`src/rtl/gsm_pkg.sv`:
```
// ----------------------------------------------------------------------------
// gsm_pkg
// Shared constants and types of the gradient sharpness measure block.
// ----------------------------------------------------------------------------
package gsm_pkg;

   // field and register widths
   localparam int CFG_BITS        = 13;
   localparam int PIXEL_PORT_BITS = 16;
   localparam int RESULT_BITS     = 32;
   localparam int FRAC_BITS       = 16;

   // frame height limit and row counter width
   localparam int HEIGHT_LIMIT    = 4096;
   localparam int ROW_COUNT_BITS  = $clog2(HEIGHT_LIMIT);

   // defaults for the top level parameters
   localparam int DEFAULT_MAX_WIDTH  = 4096;
   localparam int DEFAULT_PIXEL_BITS = 16;

   // register map
   localparam int CSR_INDEX_BITS = 1;
   localparam logic [CSR_INDEX_BITS-1:0] CSR_FRAME_WIDTH  = 1'b0;
   localparam logic [CSR_INDEX_BITS-1:0] CSR_FRAME_HEIGHT = 1'b1;
   localparam logic [CFG_BITS-1:0]       CFG_RESET_VALUE  = 13'd1024;

   // divider status seen by the top level
   typedef struct packed {
      logic busy;
      logic done;
   } gsm_div_status_type;

endpackage

```
`src/rtl/gsm_divider.sv`:
```
// ----------------------------------------------------------------------------
// gsm_divider
// Restoring divider for the end-of-frame result: floor(sum * 2^16 / divisor),
// saturated to all ones, one quotient bit per cycle.
// ----------------------------------------------------------------------------
module gsm_divider
   import gsm_pkg::*;
#(
   parameter int SUM_BITS = 42,
   parameter int DIV_BITS = 27
) (
   input  logic                    clock,
   input  logic                    reset,
   input  logic                    start,
   input  logic [SUM_BITS-1:0]     sum,
   input  logic [DIV_BITS-1:0]     divisor,
   input  logic                    ack,
   output gsm_div_status_type      status,
   output logic [RESULT_BITS-1:0]  quotient
);

   localparam int HiBits  = SUM_BITS - FRAC_BITS;
   localparam int CmpBits = (HiBits > DIV_BITS) ? HiBits : DIV_BITS;
   localparam int CntBits = $clog2(RESULT_BITS);
   localparam logic [CntBits-1:0] LastStep = CntBits'(RESULT_BITS - 1);

   typedef enum logic [1:0] {DIV_IDLE, DIV_CHECK, DIV_RUN, DIV_DONE} div_state_type;

   div_state_type          state_ff;
   logic [SUM_BITS-1:0]    sum_ff;
   logic [DIV_BITS-1:0]    divisor_ff;
   logic [DIV_BITS-1:0]    rem_ff;
   logic [RESULT_BITS-1:0] quo_ff;
   logic [CntBits-1:0]     step_ff;

   logic [CmpBits-1:0]     sum_hi;
   logic [CmpBits-1:0]     divisor_ext;
   logic                   overflow;
   logic [DIV_BITS:0]      shifted;
   logic [DIV_BITS+1:0]    trial;
   logic                   fits;
   logic [DIV_BITS-1:0]    rem_in;

   // quotient above 32 bits when the integer part exceeds 16 bits
   assign sum_hi      = CmpBits'(sum_ff[SUM_BITS-1:FRAC_BITS]);
   assign divisor_ext = CmpBits'(divisor_ff);
   assign overflow    = (sum_hi >= divisor_ext);

   // one restoring step: next dividend bit comes out of the quotient shifter
   assign shifted = {rem_ff, quo_ff[RESULT_BITS-1]};
   assign trial   = {1'b0, shifted} - {2'b00, divisor_ff};
   assign fits    = ~trial[DIV_BITS+1];
   assign rem_in  = fits ? trial[DIV_BITS-1:0] : shifted[DIV_BITS-1:0];

   // sequencer and datapath registers
   always_ff @(posedge clock) begin
      if (reset) begin
         state_ff <= DIV_IDLE;
      end else begin
         unique case (state_ff)
            DIV_IDLE: begin
               if (start) begin
                  sum_ff     <= sum;
                  divisor_ff <= divisor;
                  state_ff   <= DIV_CHECK;
               end
            end
            DIV_CHECK: begin
               if (overflow) begin
                  quo_ff   <= '1;
                  state_ff <= DIV_DONE;
               end else begin
                  rem_ff   <= DIV_BITS'(sum_ff >> FRAC_BITS);
                  quo_ff   <= {sum_ff[FRAC_BITS-1:0], {(RESULT_BITS-FRAC_BITS){1'b0}}};
                  step_ff  <= '0;
                  state_ff <= DIV_RUN;
               end
            end
            DIV_RUN: begin
               rem_ff  <= rem_in;
               quo_ff  <= {quo_ff[RESULT_BITS-2:0], fits};
               step_ff <= step_ff + 1'b1;
               if (step_ff == LastStep) begin
                  state_ff <= DIV_DONE;
               end
            end
            DIV_DONE: begin
               if (ack) begin
                  state_ff <= DIV_IDLE;
               end
            end
            default: begin
               state_ff <= DIV_IDLE;
            end
         endcase
      end
   end

   assign status.busy = (state_ff != DIV_IDLE);
   assign status.done = (state_ff == DIV_DONE);
   assign quotient    = quo_ff;

endmodule
```
`config.mk`:
```
export PLATFORM = sky130hd
export DESIGN_NAME = gsm_divider
export DESIGN_NICKNAME = d
export VERILOG_FILES = /design/src/rtl/gsm_pkg.sv /design/src/rtl/gsm_divider.sv
export SDC_FILE = /design/constraint.sdc
export NUM_CORES = 1
export LEC_CHECK = 0
export ABC_AREA = 0
export BUFFER_PORTS_ARGS = -buffer_cell sky130_fd_sc_hd__buf_2
export CORE_MARGIN = 10
export CORE_UTILIZATION = 50
export DETAILED_ROUTE_END_ITERATION = 6
export PLACE_DENSITY = 0.8
export REMOVE_ABC_BUFFERS = 1
export SKIP_LAST_GASP = 1
export SLEW_MARGIN = 20
export SYNTH_ARGS = -nofsm -noshare
export SYNTH_HDL_FRONTEND = slang
export SYNTH_SLANG_ARGS = --single-unit
```
`constraint.sdc`:
```
create_clock -name clock -period 9.7 [get_ports clock]
set_input_delay 0.97 -clock clock [delete_from_list [all_inputs] [get_ports clock]]
set_output_delay 0.97 -clock clock [all_outputs]
set_load 0.01 [all_outputs]
```
==> results.cfg <==
[power_and_ir_drop]
pwr-share-clk_pct = 27.8
p_sw_share_pct = 35.95
pwr-share-seq_pct = 36.5
power_density_nw_per_um2 = 293.0
ir_worst_vdd_v = 0.0001927
comb_power_share_pct = 35.7
finalPower_mw = 2.499
switching_power_mw = 0.8984
internal_power_mw = 1.601
power.leakage_nw = 3.660

[drt]
num_vias = 5074
drc = 0
drt_iter0_markers = 357
wl_per_cell_microns = 17.37
viasPerCell = 5.491
totalWireLength_microns = 16050
ant_nets = 0
drt_pass1_iterations = 5

[placement]
numPortBuffers = 106
dp_slack_ns = 6.225
place_congestion = 0.9029
dp_hpwl_microns = 11490

[grt]
antenna_found_initial = 3
grt_overflow_total = 0
grt_max_degree = 100
grt_usage_pct = 16.40
grt_pass1_wl_microns = 26130
first_global_vias = 5288

[sta]
finalHoldViolations = 0
finalCritPeriodShare_pct = 36.12
relSlewSlack_pct = 34.66
clock_skew_ns = 0.01009
whs_ns = 0.5803
setup_viol = 0
worst_pin_slew_ns = 0.9801
min_period_ns = 3.503
fin_setup_tns_ns = 0
final_max_slew_viol_count = 0
fin_ws_ns = 6.197
rsz0062_at_grt = false
max_freq_ghz = 0.2854

[floorplanning]
start_util_pct = 51.41
die_area_sq_um = 19520
core_sq_um = 13930
die_w_microns = 139.7
pin_count = 107
num_rows = 43
chipHeight_microns = 139.7

[clock_network]
numCtsBuffers = 17
path_clk_slew_ns = 0.06
cts-root-buf = clkbuf_16
cts_resized = 0
post_cts_buffers = 0
htree_levels = 4
cts_sinks = 135
clk_latency_ns = 0.43
hold_buffers = 0
cts_tree = built
clock_path_buffers = 2

[critical_path]
r2r_setup_slack_ns = 6.20
critPathKind = flip-flop to flip-flop
cp-end-kind = flip-flop
max_stage_delay_ns = 0.50
cp-start-kind = flip-flop
cp.required_ns = 9.83
worst-path-max-fanout = 25
cp_slowest_cell = o311a_1
worst_ep_arrival_time_ns = 3.63
worstRegToRegCells = 13
cp_cell_sequence = inv_1 > ha_1 > fa_1 > nand2b_1 > a21oi_2 > o22ai_2 > o211ai_2 > a21boi_1 > o311a_1 > buf_4 > inv_4 > mux2i_1 > a21oi_1

[finish]
syn2layout_area_growth_pct = 19.07
most-common-layout-cells = 133 x edfxtp_1, 106 x buf_2, 85 x a21oi_1
final_util_pct = 61.22
drive_above_1_share_pct = 22.54
final_common_cell = edfxtp_1
nNetsFinal = 861

[synth]
synthArstFlopShare_pct = 0
yosysWarningCount = 0
synthCells = 615
ys_types = 65
synth_edf_count = 133
synth_area_sq_um = 7164
synth_flop_cell = edfxtp_1
synth-seq-cells = 135
synth_area_per_cell_sq_um = 11.65
seq_area_frac_synth_pct = 56.30

[flow_run]
max_cap_violations = 0

[outcome]
status = complete, no violations

[min_path]
whs_path_depth = 1
hold_class = flip-flop to flip-flop
[kinds of logic (layout without fill, tap and decap cells)]
group	Yosys count	in the layout	share of synthesized area (%)
flops	135	135	56.30
compound gates	163	163	14.55
fa+ha+maj	60	60	10.58
mux	15	15	2.113
xor+xnor	22	22	2.689
other cells	0	3	0
simple gates	131	131	8.767
buf+inv	89	215	4.995
[worst paths after layout]
path,to,from
hold / removal,rem_ff[25],sum_ff[41]
hold reg to reg,rem_ff[25],sum_ff[41]
setup reg to reg,rem_ff[15],quotient[31]
setup / recovery,rem_ff[15],quotient[31]
[sequential cells by signal, summed over array words and instances, names as in the netlist]
register and cells:
divisor_ext 27, sum_ff 42, quotient 32, state_ff 2, step_ff 5, rem_ff 27
[synthesized netlist by cell type, types with 12 or more instances]
cell type / count / area (sq um)
nand2_1: 13 / 48.80
edfxtp_1: 133 / 3994
inv_1: 70 / 262.8
nor2_1: 47 / 176.4
clkbuf_1: 12 / 45.04
a21o_1: 17 / 127.6
ha_1: 59 / 738.2
mux2i_1: 14 / 140.1
a21oi_1: 85 / 425.4
nand2b_1: 12 / 75.07
o21ai_0: 12 / 60.06
nor3_1: 24 / 120.1
[power groups by stage]
stage                     clock network [mW]  logic, mW  registers, mW
after global placement                     0      0.847          0.914
final                                  0.695      0.892          0.912
after floorplan                            0      0.621          0.932
after global routing                   0.734      0.997          0.925
after CTS                              0.704      0.892          0.910
after detailed placement                   0      0.885          0.919
[through the flow]
stage / std cells / cell area [sq um]
3_3_place_gp: 889 / 7891
6_report: 924 / 8531
4_1_cts: 921 / 8523
2_1_floorplan: 597 / 7076
5_1_grt: 921 / 8523
3_5_place_dp: 889 / 7891
[routing by layer]
layer  track usage, %  share of wire (%)  vias up
li1                 -                  -     2493
met1            19.62                 44     2413
met2            26.48                 47      147
met3            6.601                6.9       21
met4            5.000                1.5        0
met5                0                  0        -
[worst max-delay path, delay by kind of cell (launching register included)]
family,cells,cell delay (ns)
adders and majority gates,2,0.62
buffers and inverters,3,0.55
AOI/OAI and AO/OA,6,1.22
DFF,1,0.38
muxes,1,0.24
and+or+nand+nor,1,0.19
[final cells by class]
cell class,count,area (sq um)
Inverter,71,269.0
Tap cell,180,225.2
Clock buffer,17,425.4
Clock inverter,15,206.4
Timing Repair Buffer,112,575.6
Sequential cell,135,4034
Fill cell,1096,5404
Antenna cell,3,7.507
Multi-Input combinational cell,391,2788
Note: power is estimated with default switching activity, not from simulation.
